--- src/sv/mpid_pkg.sv ---
// ----------------------------------------------------------------------------
// mpid_pkg
// Shared types and fixed constants of the mecanum wheel speed controller.
// ----------------------------------------------------------------------------
`default_nettype none

package mpid_pkg;

   localparam int NUM_WHEELS  = 4;
   localparam int WHEEL_IDX_W = 2;
   localparam int GAIN_W      = 24;
   localparam int LIMIT_W     = 15;
   localparam int MOVE_W      = 12;
   localparam int TGT_W       = 14;
   localparam int DRIVE_W     = 16;
   localparam int CSR_IDX_W   = 3;
   localparam int CSR_DATA_W  = 24;

   // register indexes
   localparam logic [CSR_IDX_W-1:0] CSR_PROP_GAIN   = 3'd0;
   localparam logic [CSR_IDX_W-1:0] CSR_INTEG_GAIN  = 3'd1;
   localparam logic [CSR_IDX_W-1:0] CSR_DERIV_GAIN  = 3'd2;
   localparam logic [CSR_IDX_W-1:0] CSR_INTEG_LIMIT = 3'd3;
   localparam logic [CSR_IDX_W-1:0] CSR_DRIVE_LIMIT = 3'd4;

   localparam logic [LIMIT_W-1:0] INTEG_LIMIT_RST = 15'd200;
   localparam logic [LIMIT_W-1:0] DRIVE_LIMIT_RST = 15'd4599;

   // opcodes
   localparam logic OP_MOVE = 1'b0;
   localparam logic OP_TICK = 1'b1;

   typedef enum logic [3:0] {
      ST_IDLE,
      ST_ERR,
      ST_MUL_I,
      ST_MUL_P,
      ST_MUL_D,
      ST_ADD_D,
      ST_ADD_I,
      ST_CLAMP,
      ST_OUT,
      ST_DONE
   } state_type;

   typedef enum logic [1:0] {
      GS_PROP,
      GS_INTEG,
      GS_DERIV
   } gain_sel_type;

   typedef struct packed {
      logic         mul_en;
      gain_sel_type gain_sel;
      logic         use_diff;
   } mul_ctrl_type;

endpackage

`default_nettype wire

--- src/sv/mpid_req_if.sv ---
// ----------------------------------------------------------------------------
// mpid_req_if
// Request channel: motion commands and control ticks.
// ----------------------------------------------------------------------------
`default_nettype none

interface mpid_req_if #(
   parameter int ENC_WIDTH = 16
) ();
   logic                        valid;
   logic                        ready;
   logic                        opcode;
   logic signed [11:0]          move_y;
   logic signed [11:0]          move_x;
   logic signed [11:0]          yaw_rate;
   logic signed [ENC_WIDTH-1:0] enc_count_a;
   logic signed [ENC_WIDTH-1:0] enc_count_b;
   logic signed [ENC_WIDTH-1:0] enc_count_c;
   logic signed [ENC_WIDTH-1:0] enc_count_d;

   modport source (
      output valid, opcode, move_y, move_x, yaw_rate,
             enc_count_a, enc_count_b, enc_count_c, enc_count_d,
      input  ready
   );

   modport sink (
      input  valid, opcode, move_y, move_x, yaw_rate,
             enc_count_a, enc_count_b, enc_count_c, enc_count_d,
      output ready
   );
endinterface

`default_nettype wire

--- src/sv/mpid_rsp_if.sv ---
// ----------------------------------------------------------------------------
// mpid_rsp_if
// Response channel: four wheel drive values.
// ----------------------------------------------------------------------------
`default_nettype none

interface mpid_rsp_if ();
   logic               valid;
   logic               ready;
   logic signed [15:0] drive_a;
   logic signed [15:0] drive_b;
   logic signed [15:0] drive_c;
   logic signed [15:0] drive_d;

   modport source (
      output valid, drive_a, drive_b, drive_c, drive_d,
      input  ready
   );

   modport sink (
      input  valid, drive_a, drive_b, drive_c, drive_d,
      output ready
   );
endinterface

`default_nettype wire

--- src/sv/mpid_mul.sv ---
// ----------------------------------------------------------------------------
// mpid_mul
// Shared gain multiplier: unsigned gain times signed operand, registered.
// ----------------------------------------------------------------------------
`default_nettype none

module mpid_mul #(
   parameter int B_W = 18
) (
   input  wire logic                                   clock,
   input  wire logic                                   en,
   input  wire logic [mpid_pkg::GAIN_W-1:0]            gain,
   input  wire logic signed [B_W-1:0]                  operand,
   output      logic signed [B_W+mpid_pkg::GAIN_W:0]   prod
);

   logic signed [B_W+mpid_pkg::GAIN_W:0] prod_ff;

   always_ff @(posedge clock) begin
      if (en) begin
         prod_ff <= signed'({1'b0, gain}) * operand;
      end
   end

   assign prod = prod_ff;

endmodule

`default_nettype wire

--- src/sv/four_wheel_mecanum_pid_speed.sv ---
// ----------------------------------------------------------------------------
// four_wheel_mecanum_pid_speed
// Four-wheel mecanum speed controller with shared-gain PID per wheel.
// ----------------------------------------------------------------------------
// usage
//   req_if: one beat per item. opcode move sets the four wheel targets from
//     move_y, move_x and yaw_rate in registers and returns no beat.
//     opcode tick carries four encoder speeds and returns one rsp_if beat
//     with four drive values.
//   csr_*: write-only register port (gains, integral and drive limits),
//     written by the user only while the block is idle (not enforced).
// sequencing
//   a tick walks the four wheels in turn through one shared multiplier,
//   eight sequencer steps per wheel (error, three products, adds, clamps,
//   output truncation), then a hand-off step loads the result beat. no
//   item is taken while a tick runs; a new one can be taken in the cycle
//   in which the result beat becomes valid.
// reset
//   synchronous, active high: gains and limits go to their defaults, all
//   targets, previous errors and accumulators go to zero, no beat is pending.
// stall
//   the result sits in an output register until rsp_if.ready; while idle
//   the block stays ready for commands meanwhile, and a tick that finishes
//   while the previous beat is still held waits in its last step.
// ----------------------------------------------------------------------------
`default_nettype none

module four_wheel_mecanum_pid_speed #(
   parameter int FRAC_BITS = 12,
   parameter int ENC_WIDTH = 16
) (
   input  wire logic                               clock,
   input  wire logic                               reset,
   mpid_req_if.sink                                req_if,
   mpid_rsp_if.source                              rsp_if,
   input  wire logic                               csr_we,
   input  wire logic [mpid_pkg::CSR_IDX_W-1:0]     csr_idx,
   input  wire logic [mpid_pkg::CSR_DATA_W-1:0]    csr_wdata
);

   // widths derived from the parameters
   localparam int ERR_W  = ((ENC_WIDTH > mpid_pkg::TGT_W) ? ENC_WIDTH : mpid_pkg::TGT_W) + 1;
   localparam int DIFF_W = ERR_W + 1;
   localparam int PROD_W = DIFF_W + mpid_pkg::GAIN_W + 1;
   localparam int ACC_W  = mpid_pkg::LIMIT_W + FRAC_BITS + 1;
   localparam int SUM_W  = PROD_W + 3;
   localparam int NW     = mpid_pkg::NUM_WHEELS;
   localparam int IW     = mpid_pkg::WHEEL_IDX_W;
   localparam int GW     = mpid_pkg::GAIN_W;
   localparam int LW     = mpid_pkg::LIMIT_W;
   localparam int DW     = mpid_pkg::DRIVE_W;
   localparam int TW     = mpid_pkg::TGT_W;

   // reset gains: 16.0 and about 0.2 in this fraction format
   localparam logic [GW-1:0] PROP_GAIN_RST  = GW'(16 << FRAC_BITS);
   localparam logic [GW-1:0] DERIV_GAIN_RST = GW'((1 << FRAC_BITS) / 5);

   // ---------------------------------------------------------------------
   // symmetric clamp of a wide sum to +-(limit whole units)
   function automatic logic signed [ACC_W-1:0] clamp_acc(
      input logic signed [SUM_W-1:0] v,
      input logic [LW-1:0]           lim
   );
      logic signed [SUM_W-1:0] hi;
      logic signed [SUM_W-1:0] lo;
      logic signed [SUM_W-1:0] r;
      hi = signed'({{(SUM_W-ACC_W+1){1'b0}}, lim, {FRAC_BITS{1'b0}}});
      lo = -hi;
      if (v > hi) begin
         r = hi;
      end else if (v < lo) begin
         r = lo;
      end else begin
         r = v;
      end
      return r[ACC_W-1:0];
   endfunction

   // accumulator to whole units, truncated toward zero
   function automatic logic signed [DW-1:0] to_whole(input logic signed [ACC_W-1:0] v);
      logic [ACC_W-1:0] mag;
      logic [ACC_W-1:0] shf;
      logic [DW-1:0]    whole;
      mag   = v[ACC_W-1] ? ACC_W'(-v) : v;
      shf   = mag >> FRAC_BITS;
      whole = shf[DW-1:0];
      return v[ACC_W-1] ? signed'(-whole) : signed'(whole);
   endfunction

   // ---------------------------------------------------------------------
   // configuration registers
   logic [GW-1:0] prop_gain_ff;
   logic [GW-1:0] integ_gain_ff;
   logic [GW-1:0] deriv_gain_ff;
   logic [LW-1:0] integ_limit_ff;
   logic [LW-1:0] drive_limit_ff;

   // per-wheel state
   logic signed [TW-1:0]    target_ff [NW];
   logic signed [ERR_W-1:0] prev_err_ff [NW];
   logic signed [ACC_W-1:0] integ_ff [NW];
   logic signed [ACC_W-1:0] drive_acc_ff [NW];

   // sequencer
   mpid_pkg::state_type    state_ff;
   mpid_pkg::state_type    state_in;
   logic [IW-1:0]          ch_ff;
   mpid_pkg::mul_ctrl_type mul_ctrl;
   logic                   rsp_valid_ff;
   logic                   rsp_load;

   // working registers
   logic signed [ENC_WIDTH-1:0] enc_ff [NW];
   logic signed [ERR_W-1:0]     err_ff;
   logic signed [DIFF_W-1:0]    diff_ff;
   logic signed [SUM_W-1:0]     isum_ff;
   logic signed [SUM_W-1:0]     sum_ff;
   logic signed [DW-1:0]        outw_ff [NW];
   logic signed [DW-1:0]        rsp_drive_ff [NW];

   // shared multiplier
   logic [GW-1:0]            mul_gain;
   logic signed [DIFF_W-1:0] mul_operand;
   logic signed [PROD_W-1:0] prod;

   logic req_beat;
   logic signed [TW-1:0] ty;
   logic signed [TW-1:0] tx;
   logic signed [TW-1:0] tr;

   assign req_beat = req_if.valid && req_if.ready;
   assign ty = TW'(req_if.move_y);
   assign tx = TW'(req_if.move_x);
   assign tr = TW'(req_if.yaw_rate);

   // ---------------------------------------------------------------------
   // next state
   always_comb begin
      state_in = state_ff;
      unique case (state_ff)
         mpid_pkg::ST_IDLE: begin
            if (req_beat && (req_if.opcode == mpid_pkg::OP_TICK)) begin
               state_in = mpid_pkg::ST_ERR;
            end
         end
         mpid_pkg::ST_ERR:   state_in = mpid_pkg::ST_MUL_I;
         mpid_pkg::ST_MUL_I: state_in = mpid_pkg::ST_MUL_P;
         mpid_pkg::ST_MUL_P: state_in = mpid_pkg::ST_MUL_D;
         mpid_pkg::ST_MUL_D: state_in = mpid_pkg::ST_ADD_D;
         mpid_pkg::ST_ADD_D: state_in = mpid_pkg::ST_ADD_I;
         mpid_pkg::ST_ADD_I: state_in = mpid_pkg::ST_CLAMP;
         mpid_pkg::ST_CLAMP: state_in = mpid_pkg::ST_OUT;
         mpid_pkg::ST_OUT: begin
            state_in = (ch_ff == IW'(NW - 1)) ? mpid_pkg::ST_DONE : mpid_pkg::ST_ERR;
         end
         mpid_pkg::ST_DONE: begin
            if (!rsp_valid_ff || rsp_if.ready) begin
               state_in = mpid_pkg::ST_IDLE;
            end
         end
         default: state_in = mpid_pkg::ST_IDLE;
      endcase
   end

   // state decode to multiplier control and handshake
   always_comb begin
      mul_ctrl.mul_en   = 1'b0;
      mul_ctrl.gain_sel = mpid_pkg::GS_PROP;
      mul_ctrl.use_diff = 1'b0;
      rsp_load          = 1'b0;
      unique case (state_ff)
         mpid_pkg::ST_MUL_I: begin
            mul_ctrl.mul_en   = 1'b1;
            mul_ctrl.gain_sel = mpid_pkg::GS_INTEG;
         end
         mpid_pkg::ST_MUL_P: begin
            mul_ctrl.mul_en   = 1'b1;
            mul_ctrl.gain_sel = mpid_pkg::GS_PROP;
         end
         mpid_pkg::ST_MUL_D: begin
            mul_ctrl.mul_en   = 1'b1;
            mul_ctrl.gain_sel = mpid_pkg::GS_DERIV;
            mul_ctrl.use_diff = 1'b1;
         end
         mpid_pkg::ST_DONE: begin
            rsp_load = !rsp_valid_ff || rsp_if.ready;
         end
         default: begin
         end
      endcase
   end

   assign req_if.ready = (state_ff == mpid_pkg::ST_IDLE);

   // gain and operand select for the shared multiplier
   always_comb begin
      unique case (mul_ctrl.gain_sel)
         mpid_pkg::GS_INTEG: mul_gain = integ_gain_ff;
         mpid_pkg::GS_DERIV: mul_gain = deriv_gain_ff;
         default:            mul_gain = prop_gain_ff;
      endcase
      mul_operand = mul_ctrl.use_diff ? diff_ff : DIFF_W'(err_ff);
   end

   mpid_mul #(
      .B_W (DIFF_W)
   ) u_mul (
      .clock   (clock),
      .en      (mul_ctrl.mul_en),
      .gain    (mul_gain),
      .operand (mul_operand),
      .prod    (prod)
   );

   // ---------------------------------------------------------------------
   // control registers
   always_ff @(posedge clock) begin
      if (reset) begin
         state_ff     <= mpid_pkg::ST_IDLE;
         ch_ff        <= '0;
         rsp_valid_ff <= 1'b0;
      end else begin
         state_ff     <= state_in;
         rsp_valid_ff <= (rsp_valid_ff && !rsp_if.ready) || rsp_load;
         if (state_ff == mpid_pkg::ST_OUT) begin
            ch_ff <= ch_ff + IW'(1);
         end
      end
   end

   // configuration set to defaults and per-wheel state cleared by reset
   always_ff @(posedge clock) begin
      if (reset) begin
         prop_gain_ff   <= PROP_GAIN_RST;
         integ_gain_ff  <= '0;
         deriv_gain_ff  <= DERIV_GAIN_RST;
         integ_limit_ff <= mpid_pkg::INTEG_LIMIT_RST;
         drive_limit_ff <= mpid_pkg::DRIVE_LIMIT_RST;
         for (int i = 0; i < NW; i++) begin
            target_ff[i]    <= '0;
            prev_err_ff[i]  <= '0;
            integ_ff[i]     <= '0;
            drive_acc_ff[i] <= '0;
         end
      end else begin
         if (csr_we) begin
            unique case (csr_idx)
               mpid_pkg::CSR_PROP_GAIN:   prop_gain_ff   <= csr_wdata[GW-1:0];
               mpid_pkg::CSR_INTEG_GAIN:  integ_gain_ff  <= csr_wdata[GW-1:0];
               mpid_pkg::CSR_DERIV_GAIN:  deriv_gain_ff  <= csr_wdata[GW-1:0];
               mpid_pkg::CSR_INTEG_LIMIT: integ_limit_ff <= csr_wdata[LW-1:0];
               mpid_pkg::CSR_DRIVE_LIMIT: drive_limit_ff <= csr_wdata[LW-1:0];
               default: begin
               end
            endcase
         end
         // wheel mixing on a motion command
         if (req_beat && (req_if.opcode == mpid_pkg::OP_MOVE)) begin
            target_ff[0] <= -ty + tx + tr;
            target_ff[1] <= -ty - tx + tr;
            target_ff[2] <= ty - tx + tr;
            target_ff[3] <= ty + tx + tr;
         end
         // integral clamp while the p product goes into the drive sum
         if (state_ff == mpid_pkg::ST_MUL_D) begin
            integ_ff[ch_ff] <= clamp_acc(isum_ff, integ_limit_ff);
         end
         if (state_ff == mpid_pkg::ST_CLAMP) begin
            drive_acc_ff[ch_ff] <= clamp_acc(sum_ff, drive_limit_ff);
            prev_err_ff[ch_ff]  <= err_ff;
         end
      end
   end

   // working registers
   always_ff @(posedge clock) begin
      if (req_beat) begin
         enc_ff[0] <= req_if.enc_count_a;
         enc_ff[1] <= req_if.enc_count_b;
         enc_ff[2] <= req_if.enc_count_c;
         enc_ff[3] <= req_if.enc_count_d;
      end
      case (state_ff)
         mpid_pkg::ST_ERR: begin
            // error = encoder - target
            err_ff <= ERR_W'(enc_ff[ch_ff]) - ERR_W'(target_ff[ch_ff]);
         end
         mpid_pkg::ST_MUL_I: begin
            diff_ff <= DIFF_W'(err_ff) - DIFF_W'(prev_err_ff[ch_ff]);
         end
         mpid_pkg::ST_MUL_P: begin
            // product holds the i term
            isum_ff <= SUM_W'(integ_ff[ch_ff]) + SUM_W'(prod);
         end
         mpid_pkg::ST_MUL_D: begin
            // product holds the p term
            sum_ff <= SUM_W'(drive_acc_ff[ch_ff]) + SUM_W'(prod);
         end
         mpid_pkg::ST_ADD_D: begin
            // product holds the d term
            sum_ff <= sum_ff + SUM_W'(prod);
         end
         mpid_pkg::ST_ADD_I: begin
            // freshly clamped integral
            sum_ff <= sum_ff + SUM_W'(integ_ff[ch_ff]);
         end
         mpid_pkg::ST_OUT: begin
            outw_ff[ch_ff] <= to_whole(drive_acc_ff[ch_ff]);
         end
         default: begin
         end
      endcase
      if (rsp_load) begin
         for (int i = 0; i < NW; i++) begin
            rsp_drive_ff[i] <= outw_ff[i];
         end
      end
   end

   assign rsp_if.valid   = rsp_valid_ff;
   assign rsp_if.drive_a = rsp_drive_ff[0];
   assign rsp_if.drive_b = rsp_drive_ff[1];
   assign rsp_if.drive_c = rsp_drive_ff[2];
   assign rsp_if.drive_d = rsp_drive_ff[3];

   // ---------------------------------------------------------------------
`ifndef ASSERT_OFF
   // wheel counter is back at the first wheel whenever the sequencer idles
   a_ch_idle: assert property (@(posedge clock) disable iff (reset)
      (state_ff == mpid_pkg::ST_IDLE) |-> (ch_ff == '0))
      else $error("wheel counter not at first wheel while idle");

   // a tick starts the per-wheel sequence on the next cycle
   a_tick_start: assert property (@(posedge clock) disable iff (reset)
      (req_beat && (req_if.opcode == mpid_pkg::OP_TICK)) |=> (state_ff == mpid_pkg::ST_ERR))
      else $error("tick accepted but sequence did not start");

   // a result beat only appears out of the hand-off step
   a_rsp_source: assert property (@(posedge clock) disable iff (reset)
      $rose(rsp_valid_ff) |-> $past(state_ff == mpid_pkg::ST_DONE))
      else $error("result beat raised outside hand-off step");
`endif

endmodule

`default_nettype wire
--- src/flat_wrapper.sv ---
// flat-port wrapper written by rule: the top's interface ports become plain ports
module four_wheel_mecanum_pid_speed_flat 
#(
   parameter int FRAC_BITS = 12,
   parameter int ENC_WIDTH = 16
)
  (clock, reset, csr_we, csr_idx, csr_wdata, req_if_valid, req_if_opcode, req_if_move_y, req_if_move_x, req_if_yaw_rate, req_if_enc_count_a, req_if_enc_count_b, req_if_enc_count_c, req_if_enc_count_d, req_if_ready, rsp_if_valid, rsp_if_drive_a, rsp_if_drive_b, rsp_if_drive_c, rsp_if_drive_d, rsp_if_ready);
  mpid_req_if #(.ENC_WIDTH(ENC_WIDTH)) req_if_i ();
  mpid_rsp_if rsp_if_i ();
  input  wire logic clock;
  input  wire logic reset;
  input  wire logic csr_we;
  input  wire logic [mpid_pkg::CSR_IDX_W-1:0] csr_idx;
  input  wire logic [mpid_pkg::CSR_DATA_W-1:0] csr_wdata;
  input wire logic [$bits(req_if_i.valid)-1:0] req_if_valid;
  input wire logic [$bits(req_if_i.opcode)-1:0] req_if_opcode;
  input wire logic [$bits(req_if_i.move_y)-1:0] req_if_move_y;
  input wire logic [$bits(req_if_i.move_x)-1:0] req_if_move_x;
  input wire logic [$bits(req_if_i.yaw_rate)-1:0] req_if_yaw_rate;
  input wire logic [$bits(req_if_i.enc_count_a)-1:0] req_if_enc_count_a;
  input wire logic [$bits(req_if_i.enc_count_b)-1:0] req_if_enc_count_b;
  input wire logic [$bits(req_if_i.enc_count_c)-1:0] req_if_enc_count_c;
  input wire logic [$bits(req_if_i.enc_count_d)-1:0] req_if_enc_count_d;
  output wire logic [$bits(req_if_i.ready)-1:0] req_if_ready;
  output wire logic [$bits(rsp_if_i.valid)-1:0] rsp_if_valid;
  output wire logic [$bits(rsp_if_i.drive_a)-1:0] rsp_if_drive_a;
  output wire logic [$bits(rsp_if_i.drive_b)-1:0] rsp_if_drive_b;
  output wire logic [$bits(rsp_if_i.drive_c)-1:0] rsp_if_drive_c;
  output wire logic [$bits(rsp_if_i.drive_d)-1:0] rsp_if_drive_d;
  input wire logic [$bits(rsp_if_i.ready)-1:0] rsp_if_ready;
  assign req_if_i.valid = req_if_valid;
  assign req_if_i.opcode = req_if_opcode;
  assign req_if_i.move_y = req_if_move_y;
  assign req_if_i.move_x = req_if_move_x;
  assign req_if_i.yaw_rate = req_if_yaw_rate;
  assign req_if_i.enc_count_a = req_if_enc_count_a;
  assign req_if_i.enc_count_b = req_if_enc_count_b;
  assign req_if_i.enc_count_c = req_if_enc_count_c;
  assign req_if_i.enc_count_d = req_if_enc_count_d;
  assign req_if_ready = req_if_i.ready;
  assign rsp_if_valid = rsp_if_i.valid;
  assign rsp_if_drive_a = rsp_if_i.drive_a;
  assign rsp_if_drive_b = rsp_if_i.drive_b;
  assign rsp_if_drive_c = rsp_if_i.drive_c;
  assign rsp_if_drive_d = rsp_if_i.drive_d;
  assign rsp_if_i.ready = rsp_if_ready;
  four_wheel_mecanum_pid_speed #(.FRAC_BITS(FRAC_BITS), .ENC_WIDTH(ENC_WIDTH)) u_core (.clock(clock), .reset(reset), .req_if(req_if_i), .rsp_if(rsp_if_i), .csr_we(csr_we), .csr_idx(csr_idx), .csr_wdata(csr_wdata));
endmodule
--- config.mk ---
export PLATFORM = sky130hd
export DESIGN_NAME = four_wheel_mecanum_pid_speed_flat
export DESIGN_NICKNAME = d
export VERILOG_FILES = /design/src/sv/mpid_pkg.sv /design/src/sv/mpid_req_if.sv /design/src/sv/mpid_rsp_if.sv /design/src/sv/mpid_mul.sv /design/src/sv/four_wheel_mecanum_pid_speed.sv /design/src/flat_wrapper.sv
export SDC_FILE = /design/constraint.sdc
export NUM_CORES = 2
export LEC_CHECK = 0
export BUFFER_PORTS_ARGS = -buffer_cell sky130_fd_sc_hd__buf_4
export CAP_MARGIN = 20
export CORE_ASPECT_RATIO = 0.75
export CORE_MARGIN = 5
export CORE_UTILIZATION = 43
export DETAILED_ROUTE_END_ITERATION = 16
export SLEW_MARGIN = 20
export SYNTH_ARGS = -nofsm -noshare
export SYNTH_HDL_FRONTEND = slang
export SYNTH_SLANG_ARGS = --single-unit
--- constraint.sdc ---
create_clock -name clock -period 9.2 [get_ports clock]
set_input_delay 0.46 -clock clock [delete_from_list [all_inputs] [get_ports clock]]
set_output_delay 0.46 -clock clock [all_outputs]
set_load 0.005 [all_outputs]
# Yosys cells after proc, flatten, opt, wreduce, memory -nomap -nowiden
# Memories as Yosys holds them, arrays and structs flattened. A register that Yosys moved wholly into a read port is not among the register bits.
# Index checks and enable logic that the tools add are counted.
[totals] regBits=277 latch_bits=0 mem_bits_rw=540 mem_bits_ro=0 input_bits=133 out_inout_bits=66 wordCells=147 n_memories=7
[memory_table] memory="u_core.drive_acc_ff" words=4 width=28 rd=1 rd_clocked_by_memory_dff=1 write_ports=4 line_no="four_wheel_mecanum_pid_speed.sv:102" rtl="logic signed [ACC_W-1:0] drive_acc_ff [NW];"
[memory_table] memory="u_core.integ_ff" words=4 width=28 rd=1 rd_clocked_by_memory_dff=1 write_ports=4 line_no="four_wheel_mecanum_pid_speed.sv:101" rtl="logic signed [ACC_W-1:0] integ_ff [NW];"
[memory_table] memory="u_core.prev_err_ff" words=4 width=17 rd=1 rd_clocked_by_memory_dff=1 write_ports=4 line_no="four_wheel_mecanum_pid_speed.sv:100" rtl="logic signed [ERR_W-1:0] prev_err_ff [NW];"
[memory_table] memory="u_core.enc_ff" words=4 width=16 rd=1 rd_clocked_by_memory_dff=1 write_ports=4 line_no="four_wheel_mecanum_pid_speed.sv:113" rtl="logic signed [ENC_WIDTH-1:0] enc_ff [NW];"
[memory_table] memory="u_core.outw_ff" words=4 width=16 rd=4 rd_clocked_by_memory_dff=0 write_ports=1 line_no="four_wheel_mecanum_pid_speed.sv:118" rtl="logic signed [DW-1:0] outw_ff [NW];"
[memory_table] memory="u_core.rsp_drive_ff" words=4 width=16 rd=4 rd_clocked_by_memory_dff=0 write_ports=4 line_no="four_wheel_mecanum_pid_speed.sv:119" rtl="logic signed [DW-1:0] rsp_drive_ff [NW];"
[memory_table] memory="+1 memories"
[op_classes] add_sub_neg=20 multipliers=1 div_mod_pow=0 order_cmp=4 eq_ne=18 shift=0 mux=59 bitwise=5 reduce_logical=20
[op_table] cell="$mux 28" count=11
[op_table] cell="$pmux 46 s3" count=1
[op_table] cell="$neg 27->46" count=2
[op_table] cell="$add 28x43->44" count=2
[op_table] cell="$mux 14" count=4
[op_table] cell="$reduce_or 28->1" count=2
[op_table] cell="$pmux 24 s2" count=1
[op_table] cell="$add 46x28->46" count=1
[op_table] cell="$add 46x43->46" count=1
[op_table] cell="$gt 46x28->1" count=1
[op_table] cell="$lt 44x46->1" count=1
[op_table] cell="$lt 46x46->1" count=1
[op_table] cell="$gt 44x28->1" count=1
[op_table] cell="$mul 25x18->43" count=1
[op_table] cell="$add 14x12->14" count=3
[op_table] cell="$pmux 4 s10" count=1
[op_table] cell="$add 13x12->14" count=2
[op_table] cell="$neg 28->28" count=1
[op_table] cell="$mux 2" count=13
[op_table] cell="$mux 1" count=21
[op_table] cell="$mux 18" count=1
[op_table] cell="$sub 17x17->18" count=1
[op_table] cell="$mux 17" count=1
[op_table] cell="$reduce_or 17->1" count=1
[op_table] cell="30 further kinds" count=52

# Longest topological paths before layout
[depth] word_depth=7 ltp_mapped=35 ltp_nobuf=31

# By module
# A second synthesis with hierarchy kept.
[hier_totals] hier_cells=6123 hier_area_um2=62688.9
[modules_own_cells] mod="four_wheel_mecanum_pid_speed" instances=1 cells_per_inst=4407 area_per_inst_um2=47068.9 seq_area_each_um2=22101.2
[modules_own_cells] mod="mpid_mul" instances=1 cells_per_inst=1716 area_per_inst_um2=15620.0 seq_area_each_um2=1291.2

# Worst setup path before layout
# OpenSTA, ideal clock, no wires.
[synth_path] path_type="register to register" start="register u_core.state_ff[2]" end="register u_core.u_mul.prod_ff (netlist bit u_core.u_mul.prod[42]) (data pin)" setup_ps=260 arrival_ps=8942 t_required_ps=8940 slack_ps=-2 path_stages_with_launch=32 n_path_buf=6 period_less_slack_ps=9202 path_cell_list="dfxtp_1 > clkbuf_1 > nor4b_1 > clkbuf_1 > clkbuf_1 > ha_1 > clkbuf_1 > clkbuf_1 > clkbuf_1 > o21ai_0 > nand2_1 > fa_1 > fa_1 > inv_1 > fa_1 > fa_1 > fa_1 > inv_1 > fa_1 > inv_1 > ha_1 > a21o_1 > a21o_1 > a21oi_1 > nand3b_1 > a32oi_1 > a211oi_1 > o21ai_1 > or4_1 > a31oi_1 > o21ai_1 > xnor2_1"
[synth_between] elab_chain_cells=5 elab_cells_between_ends=10 classes_between="1 x mul; 5 x eq/ne; 4 x mux"
[synth_rtl] element="start: declaration" line_no="four_wheel_mecanum_pid_speed.sv:105" rtl="mpid_pkg::state_type state_ff;"
[synth_rtl] element="start signal: assignment" line_no="four_wheel_mecanum_pid_speed.sv:219" rtl="state_ff <= mpid_pkg::ST_IDLE;"
[synth_rtl] element="start signal: assignment" line_no="four_wheel_mecanum_pid_speed.sv:223" rtl="state_ff <= state_in;"
[synth_rtl] element="$eq 4x3->1 or $eq 4x2->1 (tied branches)" line_no="four_wheel_mecanum_pid_speed.sv:171" rtl="unique case (state_ff)"
[synth_rtl] element="$pmux 3 s3" line_no="four_wheel_mecanum_pid_speed.sv:171"
[synth_rtl] element="$eq 2x2->1 or $eq 2x1->1 (tied branches)" line_no="four_wheel_mecanum_pid_speed.sv:197" rtl="unique case (mul_ctrl.gain_sel)"
[synth_rtl] element="$pmux 24 s2" line_no="four_wheel_mecanum_pid_speed.sv:197"
[synth_rtl] element="$mul 25x18->43 (*)" line_no="mpid_mul.sv:21" rtl="prod_ff <= signed'({1'b0, gain}) * operand;"
[synth_rtl] element="end signal: assignment" line_no="mpid_mul.sv:21"
[synth_rtl] element="end: declaration" line_no="mpid_mul.sv:17" rtl="logic signed [B_W+mpid_pkg::GAIN_W:0] prod_ff;"
# Every way passes the cells marked *; elsewhere a longest branch is shown, timed or not.
# A chain may end at the register's enable or synchronous reset.

# Worst setup path in the final report
# Same ends and word-level chain as after synthesis.

==> metrics.csv <==
metric,value,unit
Max VDD drop,0.272,mV
routed vias,46200,
CTS root buf,clkbuf_16,
setup TNS,0,ns
number of synthesized register bits,816,
global-route wire length before repair,278000,µm
max-cap viol count,0,
Crit-path slowest cell,o21ai_1,
clock slew seen by the registers of the worst setup and hold paths,0.07,ns
"most used cell, CP",fa_1,
DP Wirelength,139000,µm
Die ar.,151000,µm²
Rows,120,
Finished Cell Area,69200,µm²
sequential-to-total area share from yosys stat,38.0,%
Final min period,8.67,ns
gp weighted congestion,0.925,
drt wl/cell,22.0,µm
CTS Buf Count,85,
Netlist cell types,86,
Num Clock Sinks,816,
Crit Path Category,reg2reg,
drt via density,5.55,
synthesized cell area,61600,µm²
Final #Nets,7362,
FILL cells,13000,
antenna violations before repair,7,
post-route ant nets,0,
nature of the critical path endpoint,flip-flop,
number of global-route vias before repair,45600,
post-CTS setup buffers,0,
max_slew headroom,29.1,%
Logic pwr share,50.4,%
grt total ovfl,0,
Placeable Area,142000,µm²
Post-DP Area,65600,µm²
Hold WC Path Type,in2reg,
drt drc,0,
Die X-Extent,447,µm
max-slew violations,0,
final hold vios,0,
Initial Utilization,43.2,%
ys async rst share,0,%
Initial DRC Count,4598,
layout cells sized above 1,9.82,%
CP Max Fanout,7,
Die Span Y,338,µm
# setup viols final,0,
CTS tree,yes,
main flop type after synthesis,edfxtp_1,
H-tree lvl count,3,
Worst-Skew Late Latency,0.72,ns
routed wire length,183000,µm
fin cells,8310,
RSZ-0062 raised after global routing,no,
CTS Buffer Depth,3,
syn avg cell area,10.1,µm²
largest net degree at the start of global routing,79,
worst slew pin tran,1.06,ns
crit share post-route,94.2,%
boundary pin count,199,
Leak,29.4,nW
Placed Cells,8075,
max incr delay on CP,0.61,ns
drt first pass iters,6,
sw frac,42.4,%
Worst Skew,0.0568,ns
syn_nets,7112,
Mapped Cells,6100,
crit path DAT,9.11,ns
worst path required time,9.64,ns
"EDFF count, synth",705,
Int Pwr,0.0101,W
Area Growth Syn to Fin,12.4,%
pwr/cell area,253,nW/µm²
Synth Warn #,0,
Port Buffers,198,
crit start category,flip-flop,
Reg power frac,29.5,%
clock share of power,20.1,%
fmax,115,MHz
gr usage total,24.1,%
status,"finished, final reports clean",
switching power total,0.00742,W
## power by group through the flow
stage               logic (W)  clock network (W)  registers [W]
finish                0.00881            0.00352        0.00516
global route          0.00983            0.00375        0.00518
CTS                   0.00871            0.00359        0.00514
detailed placement    0.00860                  0        0.00522
global placement      0.00853                  0        0.00521
floorplan             0.00619                  0        0.00501
## worst paths after layout
path / startpoint / cells past startpoint / slack [ns] / end
hold reg to reg: u_core.outw_ff[0][7]$_DFFE_PP_ / 0 / 0.41 / u_core.rsp_drive_ff[0][7]$_DFFE_PP_
setup / recovery: u_core.state_ff[2]$_SDFFE_PP0P_ / 28 / 0.53 / u_core.u_mul.prod[42]$_DFFE_PP_
hold / removal: csr_wdata[7] / 3 / 0.06 / u_core.prop_gain_ff[7]$_SDFFE_PP0P_
setup reg to reg: u_core.state_ff[2]$_SDFFE_PP0P_ / 28 / 0.53 / u_core.u_mul.prod[42]$_DFFE_PP_
## worst max-delay path, delay by kind of cell (launching register included)
kind / cells / cell delay (ns)
fa+ha+maj: 8 / 3.96
compound gates: 9 / 2.18
simple gates: 5 / 1.20
buf+inv: 5 / 0.60
flops: 1 / 0.33
xor+xnor: 1 / 0.13
## routing by layer
metal  GRT usage (%)  vias to the layer above  part of all wire [%]
met5               0                        -                     0
met4            5.10                        0                   2.3
met3            5.20                      241                   9.2
met2            36.1                     1817                    42
met1            36.0                    22600                    46
li1                -                    21500                     -
## final cells by class
cell class,count,area (µm²),area share (%)
Timing Repair Buffer,396,3200,4.62
Sequential cell,816,23400,33.8
Clock inverter,49,544,0.786
Clock buffer,105,2250,3.25
Tap cell,1891,2370,3.42
Multi-Input combinational cell,4315,34700,50.1
Inverter,736,2760,3.99
Antenna cell,2,5.00,0.00723
## sequential cells by signal, summed over array words and instances (netlist names), named ones only
| signal | cells |
|---|---|
| u_core.integ_limit_ff | 15 |
| u_core.rsp_drive_ff | 64 |
| u_core.diff_ff | 18 |
| u_core.prev_err_ff | 68 |
| u_core.u_mul.prod | 43 |
| u_core.drive_acc_ff | 112 |
| u_core.state_ff | 4 |
| u_core.integ_gain_ff | 24 |
| u_core.integ_ff | 112 |
| u_core.prop_gain_ff | 24 |
| u_core.isum_ff | 44 |
| u_core.outw_ff | 64 |
| u_core.sum_ff | 46 |
| u_core.ch_ff | 2 |
| u_core.rsp_if.valid | 1 |
| u_core.drive_limit_ff | 15 |
| u_core.deriv_gain_ff | 24 |
| u_core.err_ff | 17 |
| u_core.target_ff | 53 |
| u_core.enc_ff | 64 |
## through the flow
step | hold slack (ns) | util (%) | power (W) | worst slack (ns)
finish | 0.0592 | 48.6 | 0.0175 | 0.530
global route | 0.0253 | 48.6 | 0.0188 | 0.0717
CTS | 0.00892 | 48.5 | 0.0174 | 0.210
detailed placement | 0.405 | 46.0 | 0.0138 | 0.237
global placement | 0.401 | 46.0 | 0.0137 | 0.336
floorplan | 0.400 | - | 0.0112 | 0.0831
## repair_timing
item	4_1_cts	5_1_grt
endpoints found under the hold margin	92	0
resized for setup	0	7
hold buffers	78	0
endpoints found under the setup margin	0	4
## cells in the final DEF (no fill, tap or decap), drive strengths merged, types with 25 or more instances in the layout
master | synthesis | final
nand4 | 54 | 54
a21o | 116 | 116
inv | 734 | 740
mux2i | 25 | 25
nor2 | 522 | 522
edfxtp | 705 | 705
xnor2 | 165 | 165
clkbuf | 206 | 106
nor4 | 35 | 35
buf | 27 | 317
nand2b | 44 | 44
mux4 | 102 | 102
a21boi | 36 | 36
o21ai | 207 | 207
and3 | 109 | 109
dlygate4sd3 | 0 | 78
ha | 471 | 471
dfxtp | 111 | 111
nand3 | 61 | 61
xor2 | 78 | 78
o21a | 76 | 76
a21oi | 329 | 329
and2 | 102 | 102
a31oi | 26 | 26
nor3 | 135 | 135
nor2b | 47 | 47
or3 | 26 | 26
nand2 | 837 | 837
a22oi | 31 | 31
clkinv | 2 | 35
fa | 408 | 408
## cells by family after synthesis
kind of cell / after synthesis / synth area share, %
XOR/XNOR: 243 / 3.45
buffers and inverters: 969 / 5.94
flip-flops: 816 / 38.0
multiplexers: 137 / 4.32
AND/OR/NAND/NOR: 2066 / 15.4
AO/OA/AOI/OAI: 990 / 10.1
adder cells (fa/ha/maj): 879 / 22.8
## Yosys cell counts, drive strengths merged, types with 27 or more instances
cell type,n,area share (%)
a21o,116,1.4
xor2,78,1.1
a22oi,31,0.38
nand3,61,0.50
nor2,522,3.2
mux4,102,3.7
dfxtp,111,3.6
ha,471,9.6
a21boi,36,0.44
buf,27,0.20
nand2,837,5.1
edfxtp,705,34
clkbuf,206,1.3
nor3,135,1.1
a21oi,329,2.7
o21a,76,0.93
and3,109,1.1
nor4,35,0.43
xnor2,165,2.3
fa,408,13
and2,102,1.0
nor2b,47,0.48
nand4,54,0.56
nand2b,44,0.45
inv,734,4.5
o21ai,207,1.7
No activity file was read; power rests on OpenSTA's default activity.
